$ cat src/design/tsre_pkg.sv
package tsre_pkg;

   localparam int FracBitsDefault = 16;
   localparam int DataWidth = 32;
   localparam int HoverWidth = 17;
   localparam int CsrAddrWidth = 4;

   localparam logic [CsrAddrWidth-1:0] AddrHover = 4'h0;
   localparam logic [CsrAddrWidth-1:0] AddrLambda = 4'h4;
   localparam logic [CsrAddrWidth-1:0] AddrCov = 4'h8;

   localparam logic [16:0] HoverReset = 17'd32768;
   localparam logic [16:0] LambdaReset = 17'd64881;
   localparam logic [31:0] CovReset = 32'd65536;

   // 9.8015 scaled by 2^32.
   localparam logic [35:0] GravityQ32 = 36'd42097121952;

   typedef struct packed {
      logic signed [31:0] acceleration;
   } req_type;

   typedef struct packed {
      logic signed [31:0] thrust;
      logic slope_unchanged;
      logic math_fault;
   } rsp_type;

endpackage

$ cat src/design/tsre_if.sv
interface tsre_req_if;
   import tsre_pkg::*;
   logic valid;
   logic ready;
   logic signed [31:0] acceleration;
   modport source (output valid, output acceleration, input ready);
   modport sink (input valid, input acceleration, output ready);
endinterface

interface tsre_rsp_if;
   import tsre_pkg::*;
   logic valid;
   logic ready;
   logic signed [31:0] thrust;
   logic slope_unchanged;
   logic math_fault;
   modport source (output valid, output thrust, output slope_unchanged, output math_fault,
      input ready);
   modport sink (input valid, input thrust, input slope_unchanged, input math_fault,
      output ready);
endinterface

$ cat src/design/tsre_div.sv
module tsre_div (
   input logic clock,
   input logic reset,
   input logic start,
   input logic [63:0] num,
   input logic [63:0] den,
   output logic busy,
   output logic [63:0] quo
);
   import tsre_pkg::*;

   logic [63:0] rem_ff, rem_in;
   logic [63:0] quo_ff, quo_in;
   logic [63:0] den_ff, den_in;
   logic [6:0] cnt_ff, cnt_in;
   logic [64:0] trial;

   // Restoring division, one quotient bit per cycle.
   always_comb begin
      rem_in = rem_ff;
      quo_in = quo_ff;
      den_in = den_ff;
      cnt_in = cnt_ff;
      trial = {rem_ff, quo_ff[63]} - {1'b0, den_ff};
      if (start) begin
         rem_in = '0;
         quo_in = num;
         den_in = den;
         cnt_in = 7'd64;
      end else if (cnt_ff != 7'd0) begin
         cnt_in = cnt_ff - 7'd1;
         if (!trial[64]) begin
            rem_in = trial[63:0];
            quo_in = {quo_ff[62:0], 1'b1};
         end else begin
            rem_in = {rem_ff[62:0], quo_ff[63]};
            quo_in = {quo_ff[62:0], 1'b0};
         end
      end
   end

   always_ff @(posedge clock) begin
      if (reset) begin
         cnt_ff <= '0;
      end else begin
         cnt_ff <= cnt_in;
      end
      rem_ff <= rem_in;
      quo_ff <= quo_in;
      den_ff <= den_in;
   end

   assign busy = (cnt_ff != 7'd0);
   assign quo = quo_ff;
endmodule

$ cat src/design/thrust_slope_rls_estimator_unit.sv
// Thrust slope estimator: each request carries a commanded acceleration. The block refines its
// thrust-to-acceleration slope with one scalar recursive least squares step with forgetting,
// using the thrust it returned last time, and answers with thrust = acceleration / slope in
// signed fixed point. The first request after reset only divides. Requests are taken one at a
// time while the engine is idle. Products use the 32x32 shift-add multiplier and quotients
// the bit-serial divider. An update has six products and three quotients, and the result is
// then registered. A zero divisor skips its division. Writing the hover level register
// reloads the slope through the divider (a zero level saturates it), and requests are refused
// until the reload is done. Results wait in an output register, so the next request can enter
// while the previous result is pending. A finished result waits until that register is free.
module thrust_slope_rls_estimator_unit #(
   parameter int FRAC_BITS = tsre_pkg::FracBitsDefault
) (
   input logic clock,
   input logic reset,
   tsre_req_if.sink req,
   tsre_rsp_if.source rsp,
   input logic csr_psel,
   input logic csr_penable,
   input logic csr_pwrite,
   input logic [tsre_pkg::CsrAddrWidth-1:0] csr_paddr,
   input logic [31:0] csr_pwdata,
   output logic [31:0] csr_prdata,
   output logic csr_pready
);
   import tsre_pkg::*;

   localparam logic [3:0] StIdle = 4'd0;
   localparam logic [3:0] StMul = 4'd1;
   localparam logic [3:0] StDiv = 4'd2;
   localparam logic [3:0] StNext = 4'd3;
   localparam logic [3:0] StOut = 4'd4;
   localparam logic [3:0] StLoad = 4'd5;
   localparam logic [3:0] StLoadWait = 4'd6;

   // Program steps of the update.
   localparam logic [3:0] OpPt = 4'd0;
   localparam logic [3:0] OpTpt = 4'd1;
   localparam logic [3:0] OpGain = 4'd2;
   localparam logic [3:0] OpTs = 4'd3;
   localparam logic [3:0] OpGe = 4'd4;
   localparam logic [3:0] OpKt = 4'd5;
   localparam logic [3:0] OpOmp = 4'd6;
   localparam logic [3:0] OpCov = 4'd7;
   localparam logic [3:0] OpThrust = 4'd8;

   // What a running division produces.
   localparam logic [1:0] DivGain = 2'd0;
   localparam logic [1:0] DivCov = 2'd1;
   localparam logic [1:0] DivThrust = 2'd2;

   localparam int UpShift = (FRAC_BITS >= 16) ? FRAC_BITS - 16 : 0;
   localparam int DnShift = (FRAC_BITS < 16) ? 16 - FRAC_BITS : 0;
   localparam logic [63:0] GravityFrac =
      64'((GravityQ32 + (36'd1 << (31 - FRAC_BITS))) >> (32 - FRAC_BITS));
   localparam logic signed [65:0] One = 66'sd1 <<< FRAC_BITS;

   logic [16:0] hover_ff;
   logic [16:0] lambda_ff;
   logic [31:0] icov_ff;
   logic signed [31:0] slope_ff, slope_in;
   logic [31:0] cov_ff, cov_in;
   logic signed [31:0] last_ff, last_in;
   logic valid_ff, valid_in;
   logic [3:0] state_ff, state_in;
   logic [3:0] op_ff, op_in;
   logic fault_ff, fault_in;
   logic signed [31:0] acc_ff, acc_in;
   logic signed [31:0] pt_ff, pt_in;
   logic signed [31:0] den_ff, den_in;
   logic signed [31:0] gain_ff, gain_in;
   logic signed [31:0] err_ff, err_in;
   logic signed [31:0] om_ff, om_in;
   logic rsp_valid_ff, rsp_valid_in;
   rsp_type rsp_ff, rsp_in;

   // Shift-add multiplier on magnitudes, one multiplier bit per cycle.
   logic [63:0] mprod_ff, mprod_in;
   logic [31:0] mcand_ff, mcand_in;
   logic [31:0] mplier_ff, mplier_in;
   logic mneg_ff, mneg_in;
   logic [5:0] mcnt_ff, mcnt_in;
   logic [32:0] msum;

   // Divider operands and sign.
   logic div_start;
   logic [63:0] div_num, div_den, div_quo;
   logic div_busy;
   logic dneg_ff, dneg_in;
   logic [1:0] dkind_ff, dkind_in;

   logic cfg_wr;
   logic signed [65:0] mres, qres, cov_lam;
   logic [63:0] cov_conv;
   logic signed [32:0] ma, mb;
   logic signed [65:0] tmp;

   tsre_div u_div (
      .clock(clock), .reset(reset), .start(div_start), .num(div_num), .den(div_den),
      .busy(div_busy), .quo(div_quo)
   );

   assign cfg_wr = csr_psel && csr_penable && csr_pwrite;
   assign csr_pready = 1'b1;
   always_comb begin
      case (csr_paddr)
         AddrHover: csr_prdata = {15'd0, hover_ff};
         AddrLambda: csr_prdata = {15'd0, lambda_ff};
         AddrCov: csr_prdata = icov_ff;
         default: csr_prdata = '0;
      endcase
   end

   assign cov_conv = ({32'd0, csr_pwdata} << UpShift) >> DnShift;
   assign cov_lam = 66'(({49'd0, lambda_ff} << UpShift) >> DnShift);

   // Signed product floored by FRAC_BITS, and signed quotient.
   always_comb begin
      tmp = mneg_ff ? -$signed({2'b0, mprod_ff}) : $signed({2'b0, mprod_ff});
      mres = tmp >>> FRAC_BITS;
      qres = dneg_ff ? -$signed({2'b0, div_quo}) : $signed({2'b0, div_quo});
   end

   function automatic logic signed [31:0] sat32(input logic signed [65:0] v,
                                                 output logic f);
      f = 1'b0;
      if (v > 66'sd2147483647) begin
         f = 1'b1;
         sat32 = 32'sh7fffffff;
      end else if (v < -66'sd2147483648) begin
         f = 1'b1;
         sat32 = 32'sh80000000;
      end else begin
         sat32 = v[31:0];
      end
   endfunction

   function automatic logic [31:0] satu(input logic signed [65:0] v, output logic f);
      f = 1'b0;
      if (v < 0) begin
         f = 1'b1;
         satu = '0;
      end else if (v > 66'sd4294967295) begin
         f = 1'b1;
         satu = '1;
      end else begin
         satu = v[31:0];
      end
   endfunction

   always_comb begin
      logic f1, f2;
      logic signed [31:0] s1;
      state_in = state_ff;
      op_in = op_ff;
      fault_in = fault_ff;
      acc_in = acc_ff;
      slope_in = slope_ff;
      cov_in = cov_ff;
      last_in = last_ff;
      valid_in = valid_ff;
      pt_in = pt_ff;
      den_in = den_ff;
      gain_in = gain_ff;
      err_in = err_ff;
      om_in = om_ff;
      rsp_valid_in = rsp_valid_ff;
      rsp_in = rsp_ff;
      mprod_in = mprod_ff;
      mcand_in = mcand_ff;
      mplier_in = mplier_ff;
      mneg_in = mneg_ff;
      mcnt_in = mcnt_ff;
      dneg_in = dneg_ff;
      dkind_in = dkind_ff;
      div_start = 1'b0;
      div_num = '0;
      div_den = '0;
      ma = '0;
      mb = '0;
      f1 = 1'b0;
      f2 = 1'b0;
      s1 = '0;
      msum = {1'b0, mprod_ff[63:32]} + {1'b0, mcand_ff};
      if (rsp_valid_ff && rsp.ready) begin
         rsp_valid_in = 1'b0;
      end
      if (mcnt_ff != 6'd0) begin
         mcnt_in = mcnt_ff - 6'd1;
         if (mplier_ff[0]) begin
            mprod_in = {msum, mprod_ff[31:1]};
         end else begin
            mprod_in = mprod_ff >> 1;
         end
         mplier_in = mplier_ff >> 1;
      end
      case (state_ff)
         StIdle: begin
            if (req.valid && req.ready) begin
               acc_in = req.acceleration;
               fault_in = 1'b0;
               if (!valid_ff) begin
                  op_in = OpThrust;
                  state_in = StNext;
               end else begin
                  op_in = OpPt;
                  state_in = StNext;
               end
            end
         end
         StLoad: begin
            if (hover_ff == 17'd0) begin
               slope_in = 32'sh7fffffff;
               state_in = StIdle;
            end else begin
               div_start = 1'b1;
               div_num = GravityFrac << 16;
               div_den = {47'd0, hover_ff};
               state_in = StLoadWait;
            end
         end
         StLoadWait: begin
            if (!div_busy) begin
               slope_in = (div_quo > 64'h7fffffff) ? 32'sh7fffffff : div_quo[31:0];
               state_in = StIdle;
            end
         end
         StNext: begin
            // Issue the next arithmetic step.
            case (op_ff)
               OpPt: begin ma = 33'(last_ff); mb = {1'b0, cov_ff}; state_in = StMul; end
               OpTpt: begin ma = 33'(last_ff); mb = 33'(pt_ff); state_in = StMul; end
               OpTs: begin ma = 33'(last_ff); mb = 33'(slope_ff); state_in = StMul; end
               OpGe: begin ma = 33'(gain_ff); mb = 33'(err_ff); state_in = StMul; end
               OpKt: begin ma = 33'(gain_ff); mb = 33'(last_ff); state_in = StMul; end
               OpOmp: begin ma = 33'(om_ff); mb = {1'b0, cov_ff}; state_in = StMul; end
               OpGain: begin
                  if (den_ff == 0) begin
                     gain_in = '0;
                     fault_in = 1'b1;
                     op_in = OpTs;
                  end else begin
                     div_start = 1'b1;
                     div_num = 64'(pt_ff < 0 ? -66'(pt_ff) : 66'(pt_ff)) << FRAC_BITS;
                     div_den = 64'(den_ff < 0 ? -66'(den_ff) : 66'(den_ff));
                     dneg_in = (pt_ff < 0) != (den_ff < 0);
                     dkind_in = DivGain;
                     state_in = StDiv;
                  end
               end
               OpCov: begin
                  if (cov_lam == 0) begin
                     fault_in = 1'b1;
                     cov_in = '1;
                     op_in = OpThrust;
                  end else begin
                     div_start = 1'b1;
                     div_num = {32'd0, cov_ff} << FRAC_BITS;
                     div_den = 64'(cov_lam);
                     dneg_in = 1'b0;
                     dkind_in = DivCov;
                     state_in = StDiv;
                  end
               end
               default: begin
                  if (slope_ff == 0) begin
                     fault_in = 1'b1;
                     s1 = (acc_ff > 0) ? 32'sh7fffffff : (acc_ff < 0) ? 32'sh80000000 : '0;
                     state_in = StOut;
                     last_in = s1;
                  end else begin
                     div_start = 1'b1;
                     div_num = 64'(acc_ff < 0 ? -66'(acc_ff) : 66'(acc_ff)) << FRAC_BITS;
                     div_den = 64'(slope_ff < 0 ? -66'(slope_ff) : 66'(slope_ff));
                     dneg_in = (acc_ff < 0) != (slope_ff < 0);
                     dkind_in = DivThrust;
                     state_in = StDiv;
                  end
               end
            endcase
            if (state_in == StMul) begin
               mneg_in = ma[32] ^ mb[32];
               mcand_in = 32'(ma[32] ? -ma : ma);
               mplier_in = 32'(mb[32] ? -mb : mb);
               mprod_in = '0;
               mcnt_in = 6'd32;
            end
         end
         StMul: begin
            if (mcnt_ff == 6'd0) begin
               state_in = StNext;
               case (op_ff)
                  OpPt: begin
                     pt_in = sat32(mres, f1);
                     op_in = OpTpt;
                  end
                  OpTpt: begin
                     s1 = sat32(mres, f1);
                     den_in = sat32(cov_lam + 66'(s1), f2);
                     op_in = OpGain;
                  end
                  OpTs: begin
                     s1 = sat32(mres, f1);
                     err_in = sat32(66'(acc_ff) - 66'(s1), f2);
                     op_in = OpGe;
                  end
                  OpGe: begin
                     s1 = sat32(mres, f1);
                     slope_in = sat32(66'(slope_ff) + 66'(s1), f2);
                     op_in = OpKt;
                  end
                  OpKt: begin
                     s1 = sat32(mres, f1);
                     om_in = sat32(One - 66'(s1), f2);
                     op_in = OpOmp;
                  end
                  default: begin
                     cov_in = satu(mres, f1);
                     op_in = OpCov;
                  end
               endcase
               fault_in = fault_ff | f1 | f2;
            end
         end
         StDiv: begin
            if (!div_busy && !div_start) begin
               case (dkind_ff)
                  DivGain: begin
                     gain_in = sat32(qres, f1);
                     op_in = OpTs;
                     state_in = StNext;
                  end
                  DivCov: begin
                     cov_in = satu(qres, f1);
                     op_in = OpThrust;
                     state_in = StNext;
                  end
                  default: begin
                     last_in = sat32(qres, f1);
                     state_in = StOut;
                  end
               endcase
               fault_in = fault_ff | f1;
            end
         end
         StOut: begin
            // The result waits here until the output register is free.
            if (!rsp_valid_ff || rsp.ready) begin
               rsp_in.thrust = last_ff;
               rsp_in.slope_unchanged = !valid_ff;
               rsp_in.math_fault = fault_ff;
               rsp_valid_in = 1'b1;
               valid_in = 1'b1;
               state_in = StIdle;
            end
         end
         default: state_in = StIdle;
      endcase
      // Register writes must arrive only while no request is being worked on; the block does not enforce this.
      if (cfg_wr && csr_paddr == AddrHover) begin
         state_in = StLoad;
      end
      if (cfg_wr && csr_paddr == AddrCov) begin
         cov_in = (cov_conv > 64'hffffffff) ? 32'hffffffff : cov_conv[31:0];
      end
   end

   assign req.ready = (state_ff == StIdle) && !cfg_wr;
   assign rsp.valid = rsp_valid_ff;
   assign rsp.thrust = rsp_ff.thrust;
   assign rsp.slope_unchanged = rsp_ff.slope_unchanged;
   assign rsp.math_fault = rsp_ff.math_fault;

   always_ff @(posedge clock) begin
      if (reset) begin
         hover_ff <= HoverReset;
         lambda_ff <= LambdaReset;
         icov_ff <= CovReset;
         state_ff <= StLoad;
         op_ff <= OpPt;
         valid_ff <= 1'b0;
         last_ff <= '0;
         cov_ff <= 32'(({32'd0, CovReset} << UpShift) >> DnShift);
         slope_ff <= '0;
         rsp_valid_ff <= 1'b0;
         mcnt_ff <= '0;
         fault_ff <= 1'b0;
      end else begin
         if (cfg_wr && csr_paddr == AddrHover) hover_ff <= csr_pwdata[16:0];
         if (cfg_wr && csr_paddr == AddrLambda) lambda_ff <= csr_pwdata[16:0];
         if (cfg_wr && csr_paddr == AddrCov) icov_ff <= csr_pwdata;
         state_ff <= state_in;
         op_ff <= op_in;
         valid_ff <= valid_in;
         last_ff <= last_in;
         cov_ff <= cov_in;
         slope_ff <= slope_in;
         rsp_valid_ff <= rsp_valid_in;
         mcnt_ff <= mcnt_in;
         fault_ff <= fault_in;
      end
      acc_ff <= acc_in;
      pt_ff <= pt_in;
      den_ff <= den_in;
      gain_ff <= gain_in;
      err_ff <= err_in;
      om_ff <= om_in;
      rsp_ff <= rsp_in;
      mprod_ff <= mprod_in;
      mcand_ff <= mcand_in;
      mplier_ff <= mplier_in;
      mneg_ff <= mneg_in;
      dneg_ff <= dneg_in;
      dkind_ff <= dkind_in;
   end

`ifndef SYNTH
   // A result must not be overwritten before it is taken.
   assert property (@(posedge clock) disable iff (reset)
      rsp_valid_ff && !rsp.ready |=> rsp_valid_ff && $stable(rsp_ff))
      else $error("pending result lost");
   // A request is only taken with the engine idle.
   assert property (@(posedge clock) disable iff (reset)
      req.valid && req.ready |-> state_ff == StIdle)
      else $error("request taken while busy");
   // The multiplier runs only in the multiply step.
   assert property (@(posedge clock) disable iff (reset)
      mcnt_ff != 6'd0 |-> state_ff == StMul)
      else $error("multiplier active outside multiply step");
`endif
endmodule

$ cat src/flat_wrapper.sv
// flat-port wrapper written by rule: the top's interface ports become plain ports
module thrust_slope_rls_estimator_unit_flat import tsre_pkg::*;
#(
   parameter int FRAC_BITS = tsre_pkg::FracBitsDefault
)
  (clock, reset, csr_psel, csr_penable, csr_pwrite, csr_paddr, csr_pwdata, csr_prdata, csr_pready, req_valid, req_acceleration, req_ready, rsp_valid, rsp_thrust, rsp_slope_unchanged, rsp_math_fault, rsp_ready);
  tsre_req_if req_i ();
  tsre_rsp_if rsp_i ();
  input logic clock;
  input logic reset;
  input logic csr_psel;
  input logic csr_penable;
  input logic csr_pwrite;
  input logic [tsre_pkg::CsrAddrWidth-1:0] csr_paddr;
  input logic [31:0] csr_pwdata;
  output logic [31:0] csr_prdata;
  output logic csr_pready;
  input wire logic [$bits(req_i.valid)-1:0] req_valid;
  input wire logic [$bits(req_i.acceleration)-1:0] req_acceleration;
  output wire logic [$bits(req_i.ready)-1:0] req_ready;
  output wire logic [$bits(rsp_i.valid)-1:0] rsp_valid;
  output wire logic [$bits(rsp_i.thrust)-1:0] rsp_thrust;
  output wire logic [$bits(rsp_i.slope_unchanged)-1:0] rsp_slope_unchanged;
  output wire logic [$bits(rsp_i.math_fault)-1:0] rsp_math_fault;
  input wire logic [$bits(rsp_i.ready)-1:0] rsp_ready;
  assign req_i.valid = req_valid;
  assign req_i.acceleration = req_acceleration;
  assign req_ready = req_i.ready;
  assign rsp_valid = rsp_i.valid;
  assign rsp_thrust = rsp_i.thrust;
  assign rsp_slope_unchanged = rsp_i.slope_unchanged;
  assign rsp_math_fault = rsp_i.math_fault;
  assign rsp_i.ready = rsp_ready;
  thrust_slope_rls_estimator_unit #(.FRAC_BITS(FRAC_BITS)) u_core (.clock(clock), .reset(reset), .req(req_i), .rsp(rsp_i), .csr_psel(csr_psel), .csr_penable(csr_penable), .csr_pwrite(csr_pwrite), .csr_paddr(csr_paddr), .csr_pwdata(csr_pwdata), .csr_prdata(csr_prdata), .csr_pready(csr_pready));
endmodule
$ cat config.mk
export PLATFORM = sky130hd
export DESIGN_NAME = thrust_slope_rls_estimator_unit_flat
export DESIGN_NICKNAME = d
export VERILOG_FILES = /design/src/design/tsre_pkg.sv /design/src/design/tsre_if.sv /design/src/design/tsre_div.sv /design/src/design/thrust_slope_rls_estimator_unit.sv /design/src/flat_wrapper.sv
export SDC_FILE = /design/constraint.sdc
export NUM_CORES = 2
export LEC_CHECK = 0
export BUFFER_PORTS_ARGS = -buffer_cell sky130_fd_sc_hd__buf_2
export CELL_PAD_IN_SITES_DETAIL_PLACEMENT = 1
export CELL_PAD_IN_SITES_GLOBAL_PLACEMENT = 1
export CORE_UTILIZATION = 40
export DETAILED_ROUTE_END_ITERATION = 12
export HOLD_SLACK_MARGIN = 0.12
export PLACE_DENSITY = 0.72
export SYNTH_ARGS = -nofsm -noshare
export SYNTH_HDL_FRONTEND = slang
export SYNTH_SLANG_ARGS = --single-unit
$ cat constraint.sdc
create_clock -name clock -period 12.2 [get_ports clock]
set_clock_uncertainty 0.15 [all_clocks]
set_input_delay 3.05 -clock clock [delete_from_list [all_inputs] [get_ports clock]]
set_output_delay 3.05 -clock clock [all_outputs]
set_load 0.03 [all_outputs]
# After elaboration in Yosys (flattened, before gate mapping)
# Index checks and enable logic that the tools add are counted.
totals:
  regBits: 736
  latchBits: 0
  ram_bits: 0
  rom_bits: 0
  in_bits: 75
  output_inout_bits: 69
  word_cells: 341
  mem_count: 0
classes:
  addsub: 16
  mul: 0
  div: 0
  magnitude_cmp: 23
  n_eq_ne: 47
  n_shift: 0
  n_mux: 166
  n_bitwise: 5
  n_reduce_logical: 52
op_table:
  columns: ["operator", "count"]
  rows:
  - ["32-bit two-way mux", 53]
  - ["64-bit two-way mux", 13]
  - ["64-bit one-hot mux with 3 select lines", 2]
  - ["66-bit by 32-bit greater-than comparator with 1-bit output, second input constant", 5]
  - ["66-bit by 32-bit less-than comparator with 1-bit output, second input constant", 5]
  - ["32-bit one-hot mux with 3 select lines", 3]
  - ["64-bit one-hot mux with 2 select lines", 2]
  - ["33-bit one-hot mux with 5 select lines", 1]
  - ["48-bit two-way mux", 3]
  - ["66-bit two-way mux", 2]
  - ["64-bit negation with 66-bit output", 2]
  - ["32-bit by 1-bit less-than comparator with 1-bit output, second input constant", 4]
  - ["32-bit negation with 64-bit output", 2]
  - ["32-bit one-hot mux with 2 select lines", 2]
  - ["33-bit one-hot mux with 3 select lines", 1]
  - ["32-bit negation with 48-bit output", 2]
  - ["32-bit by 32-bit adder with 33-bit output", 2]
  - ["66-bit by 33-bit greater-than comparator with 1-bit output, second input constant", 1]
  - ["66-bit zero test", 1]
  - ["66-bit by 1-bit less-than comparator with 1-bit output, second input constant", 1]
  - ["33-bit two-way mux", 2]
  - ["65-bit by 64-bit subtractor with 65-bit output", 1]
  - ["64-bit by 31-bit greater-than comparator with 1-bit output, second input constant", 1]
  - ["32-bit zero test", 2]
  - ["66 further kinds", 196]

# Longest topological paths before layout
logic_depth:
  depth_word: 18
  ltp_mapped: 36
  mapped_depth_nobuf: 30

# Cells and area by module
# Synthesis repeated with hierarchy kept, for this count alone.
hier_totals:
  cells_unflattened: 5921
  area_unflattened_um2: 49750.2
by_module_without_submodules:
  columns: ["mod", "n_inst", "cells_each", "area_each_um2", "seq_area_each_um2"]
  rows:
  - ["thrust_slope_rls_estimator_unit", 1, 4686, 37996.4, 13372.8]
  - ["tsre_div", 1, 1235, 11753.8, 5265.0]

# Least setup slack after synthesis
# OpenSTA, ideal clock, no wires.
synth_timing:
  kind: "reg-to-reg"
  startpoint: "register u_core.mprod_ff[10]"
  endpoint: "register u_core.den_ff[24] (data pin)"
  setup_ns: 0.274
  arrival_ns: 8.539
  required_ns: 11.776
  slack_ns: 3.237
  path_stages_with_launch: 35
  path_buffers: 7
  synth_period_minus_slack_ns: 8.963
  path_cell_list: "dfxtp_1 or4_4 or4_1 or4_4 buf_6 o31a_1 o32a_1 a211oi_1 and4bb_1 nand2b_1 buf_2 buf_1 buf_1 buf_1 nand2_1 nand2_1 ha_1 a21o_1 a21o_1 a21o_1 a21o_1 a21oi_1 o21bai_1 a21o_1 a21o_1 a2111oi_0 or3_1 o21ai_0 o41ai_1 nor2_1 nand2_1 o21a_1 clkbuf_1 clkbuf_1 o21ai_0"
synth_between:
  elab_chain_cells: 11
  word_cells_on_any_way: 13
  classes_between: "add/sub (2); order compare (4); mux (7)"
synth_rtl:
  columns: ["element", "line", "rtl"]
  rows:
  - ["start: declaration", "thrust_slope_rls_estimator_unit.sv:78", "logic [63:0] mprod_ff, mprod_in;"]
  - ["start signal: assignment", "thrust_slope_rls_estimator_unit.sv:409", "mprod_ff <= mprod_in;"]
  - ["64-bit negation with 66-bit output *", "thrust_slope_rls_estimator_unit.sv:119", "tmp = mneg_ff ? -$signed({2'b0, mprod_ff}) : $signed({2'b0, mprod_ff});"]
  - ["66-bit two-way mux *", "thrust_slope_rls_estimator_unit.sv:119", null]
  - ["50-bit by 32-bit less-than comparator with 1-bit output", "thrust_slope_rls_estimator_unit.sv:130", "end else if (v < -66'sd2147483648) begin"]
  - ["32-bit two-way mux", "thrust_slope_rls_estimator_unit.sv:130", null]
  - ["32-bit two-way mux *", "thrust_slope_rls_estimator_unit.sv:127", "if (v > 66'sd2147483647) begin"]
  - ["32-bit two-way mux *", "thrust_slope_rls_estimator_unit.sv:292", "case (op_ff)"]
  - ["32-bit two-way mux *", "thrust_slope_rls_estimator_unit.sv:290", "if (mcnt_ff == 6'd0) begin"]
  - ["32-bit two-way mux *", "thrust_slope_rls_estimator_unit.sv:197", "case (state_ff)"]
  - ["18-bit by 32-bit adder with 33-bit output *", "thrust_slope_rls_estimator_unit.sv:299", "den_in = sat32(cov_lam + 66'(s1), f2);"]
  - ["66-bit by 32-bit less-than comparator with 1-bit output", "thrust_slope_rls_estimator_unit.sv:130", null]
  - ["32-bit two-way mux", "thrust_slope_rls_estimator_unit.sv:130", null]
  - ["end signal: assignment", "thrust_slope_rls_estimator_unit.sv:404", "den_ff <= den_in;"]
  - ["end: declaration", "thrust_slope_rls_estimator_unit.sv:70", "logic signed [31:0] den_ff, den_in;"]
# Mark *: on every way between the ends. The rest lies on a longest branch, timed or not. The select of a mux whose other input is x is not followed.
# A chain may end at the register's enable or synchronous reset.

# Worst setup path in the final report
layout_timing:
  startpoint: "register u_core.mprod_ff[42]"
  endpoint: "register u_core.den_ff[22] (data pin)"
layout_between:
  elab_chain_cells: 11
  word_cells_on_any_way: 13
  classes_between: "add/sub (2); order compare (4); mux (7)"
layout_rtl:
  columns: ["element", "line"]
  rows:
  - ["64-bit negation with 66-bit output", "thrust_slope_rls_estimator_unit.sv:119"]
  - ["66-bit two-way mux *", "thrust_slope_rls_estimator_unit.sv:119"]
  - ["50-bit by 32-bit less-than comparator with 1-bit output", "thrust_slope_rls_estimator_unit.sv:130"]
  - ["32-bit two-way mux", "thrust_slope_rls_estimator_unit.sv:130"]
  - ["32-bit two-way mux *", "thrust_slope_rls_estimator_unit.sv:127"]
  - ["32-bit two-way mux *", "thrust_slope_rls_estimator_unit.sv:292"]
  - ["32-bit two-way mux *", "thrust_slope_rls_estimator_unit.sv:290"]
  - ["32-bit two-way mux *", "thrust_slope_rls_estimator_unit.sv:197"]
  - ["18-bit by 32-bit adder with 33-bit output *", "thrust_slope_rls_estimator_unit.sv:299"]
  - ["66-bit by 32-bit less-than comparator with 1-bit output", "thrust_slope_rls_estimator_unit.sv:130"]
  - ["32-bit two-way mux", "thrust_slope_rls_estimator_unit.sv:130"]
# Marks and branches as above.

==> flow_summary.yaml <==
floorplan:
  rows: 126
  die_w_um: 347
  fp.coreArea_mm2: 0.118
  die-area_mm2: 0.121
  io_pins: 144
  die-height_um: 347
  floorplan.initialDensity_pct: 40.4
pwr:
  p_leak_nw: 20.3
  p_per_area_mw_per_mm2: 216
  ir_drop_mv: 0.173
placed_design:
  gp_congestion: 1.04
  hpwl_mm: 161
  dp_cells: 7093
  numPortBuffers: 142
global_routing:
  antenna_found_initial: 14
  grt_pass1_wl_mm: 304
  overflow: 0
  grt_max_degree: 98
  first_global_vias: 43662
  track_usage_pct: 34.1
detailed_routing:
  dr.pass1.iters: 10
  avgViaCountPerCell: 6.28
  antenna_left: 0
  routedWlPerCell_um: 29.1
  drt-initial-drc-count: 5732
  drc: 0
  wl_mm: 212
  route.vias.total: 45680
logic_synthesis:
  synth_cell_types: 97
  syn_area_mm2: 0.0477
  ys_warn_count: 0
  post_synth.cell_area_avg_um2: 8.51
  syn_inst: 5607
  ys_seq_elements: 736
  yosysSeqAreaShare_pct: 39.1
  synthFlopType: "edfxtp_1"
  async_flop_share_pct: 0
  synth_edf_count: 390
critical_path:
  worstSetupEndpointType: "flop"
  crit_arrival_ns: 10.58
  criticalPathCategory: "flop to flop"
  cp.buffers_inverters: 2
  timing.rr.start: "u_core.mprod_ff[42]$_DFF_P_"
  startpoint_type: "flop"
  crit_top_cell: "a21o_1"
  cp.required_ns: 12.45
  critPathTopFamily: "simple AND/OR/NAND/NOR gates"
  r2r-end: "u_core.den_ff[22]$_SDFFCE_PP1P_"
  cp_slowest_cell: "nor4_1"
  worst-r2r-cell-count: 28
  r2r_slack_ns: 1.87
  critPathMaxStageDelay_ns: 0.93
  crit_fanout: 22
clock_tree:
  h-tree-depth: 3
  clkSlewWorstSetupHoldPaths_ns: 0.06
  clk_path_buf_depth: 3
  clock_latency_ns: 0.73
  cts_inserted_buffers: 91
  cts_hold_buf: 0
  cts_sinks: 736
  clockRootBuffer: "clkbuf_16"
  cts_tree: "built"
  post-cts-setup-buffers: 0
  post_cts_resize_count: 0
sta:
  rsz0062_at_grt: "no"
  drv_slew: 0
  period_minus_slack_ns: 10.33
  post-route-period-util_pct: 84.7
  worst_pin_slew_ns: 1.31
  fin_setup_tns_ns: 0
  timing.fmax_mhz: 96.8
  hold_viol_final: 0
  slew_headroom_pct: 12.1
  setup_viol: 0
worst_hold_path:
  hold_end: "u_core.icov_ff[16]$_SDFFE_PP1P_"
  min_path_cells: 2
  hold_path.class: "flop to flop"
  min_from: "u_core.icov_ff[16]$_SDFFE_PP1P_"
final_layout:
  final_nets: 5923
  fin_cells: 7272
  drive_gt1_share_pct: 8.82
  area_growth_pct: 11.5
flow_run:
  cap_viol_max_count: 0
outcome:
  status: "completed"
through the flow:
| stage | worst slack, ns | hold slack [ns] | area (um^2) | total power [mW] | util (%) |
|---|---|---|---|---|---|
| after floorplan | 3.24 | 0.272 | 47800 | 7.04 | - |
| final | 1.87 | 0.300 | 53200 | 11.5 | 45.0 |
| after CTS | 2.14 | 0.301 | 53200 | 11.4 | 45.0 |
| after detailed placement | 2.19 | 0.292 | 50300 | 8.72 | 42.6 |
| after global routing | 1.45 | 0.322 | 53200 | 12.1 | 45.0 |
| after global placement | 2.61 | 0.282 | 50300 | 8.59 | 42.6 |
how the worst max path moves through the flow:
| stage | depth (start not counted) | endpoint | slack (ns) | from |
|---|---|---|---|---|
| after floorplan | 34 | u_core.den_ff[24]$_SDFFCE_PP1P_ | 3.24 | u_core.mprod_ff[10]$_DFF_P_ |
| after global placement | 28 | u_core.den_ff[21]$_SDFFCE_PP1P_ | 2.61 | u_core.mprod_ff[42]$_DFF_P_ |
| after detailed placement | 28 | u_core.den_ff[22]$_SDFFCE_PP1P_ | 2.19 | u_core.mprod_ff[42]$_DFF_P_ |
| after CTS | 28 | u_core.den_ff[22]$_SDFFCE_PP1P_ | 2.14 | u_core.mprod_ff[42]$_DFF_P_ |
| after global routing | 28 | u_core.den_ff[22]$_SDFFCE_PP1P_ | 1.45 | u_core.mprod_ff[42]$_DFF_P_ |
| final | 28 | u_core.den_ff[22]$_SDFFCE_PP1P_ | 1.87 | u_core.mprod_ff[42]$_DFF_P_ |
cell families (layout without fill, tap and decap cells):
group                      after synthesis  in the layout  share of synthesized area, %
AOI/OAI and AO/OA                     1707           1707                          23.1
xor gates and xnor gates               466            466                          8.57
adders and majority gates              211            211                          5.54
buffers and inverters                  591            680                          4.70
DFF                                    736            736                          39.1
muxes                                   40             40                         0.850
other                                    2             42                        0.0157
and+or+nand+nor                       1854           1854                          18.1
synth_stat cells (all sizes together), types with 59 or more instances:
library cell	count	area share, %
edfxtp	390	25
a21o	87	1.4
a211oi	86	1.4
ha	193	5.1
nor4	59	0.81
nor2	432	3.4
clkbuf	315	2.5
inv	240	1.9
nor3	97	1.0
a22oi	74	1.2
nand2	725	5.7
xor2	144	2.6
o21ai	449	4.7
o31ai	66	1.1
xnor2	322	5.9
nand3	121	1.3
dfxtp	346	15
a222oi	93	2.0
a31oi	99	1.3
a21oi	438	4.6
cells in the final DEF, fill, tap and decap left out, types with 36 or more instances in the layout:
master / instances
mux2i_1: 36
a22oi_1: 74
nor3_1: 91
a222oi_1: 93
nand3_1: 121
o21ai_0: 443
xor2_1: 143
nand2_1: 721
edfxtp_1: 390
dfxtp_1: 345
a31oi_1: 98
inv_1: 237
and2_1: 54
nor2_1: 424
xnor2_1: 318
o31ai_1: 65
clkbuf_16: 92
buf_2: 141
or3_1: 51
or4_1: 51
a211oi_1: 84
a21o_1: 87
o221ai_1: 38
a21oi_1: 435
ha_1: 193
nand2b_1: 55
and3_1: 53
nor2b_1: 36
buf_4: 126
nor4_1: 55
sequential cells by signal, summed over array words and instances, names as in the netlist, 32 cells and up:
| signal | cells |
|---|---|
| u_core.icov_ff | 32 |
| u_core.err_ff | 32 |
| u_core.rsp.thrust | 32 |
| u_core.mcand_ff | 32 |
| u_core.u_div.quo | 64 |
| u_core.mplier_ff | 32 |
| u_core.cov_ff | 32 |
| u_core.acc_ff | 32 |
| u_core.gain_ff | 32 |
| u_core.pt_ff | 32 |
| u_core.om_ff | 32 |
| u_core.slope_ff | 32 |
| u_core.den_ff | 32 |
| u_core.u_div.rem_ff | 64 |
| u_core.mprod_ff | 64 |
| u_core.last_ff | 32 |
| u_core.u_div.den_ff | 64 |
per-layer routing:
layer / vias to the layer above / wire (um) / part of all wire [%] / GRT usage (%)
met3: 408 / 21600 / 10 / 8.80
met5: - / 103 / 0.049 / 0
met2: 2026 / 87700 / 41 / 49.2
met4: 10 / 11200 / 5.3 / 16.5
met1: 22646 / 91000 / 43 / 47.2
li1: 20590 / - / - / -
area by class of cell:
class,instances,area (um^2)
clock buffers,123,2490
diodes,8,20.0
repair buffers,268,1660
clock inverters,48,358
multi-input cells,4312,27200
well taps,1536,1920
flip-flops and latches,736,18600
fillers,13862,64900
inverters,241,908
worst min-delay path, stage by stage, from the launching register on:
cell     delay (ns)
dfxtp_1        0.31
nand2_1        0.05
nand2_1        0.04
power breakdown:
part | total (mW) | switching [mW] | internal, mW
Clock | 2.67 | 1.19 | 1.48
Combinational | 5.05 | 3.26 | 1.79
Sequential | 3.76 | 0.593 | 3.17
Total | 11.5 | 5.04 | 6.44
(Power assumes the default switching activity.)
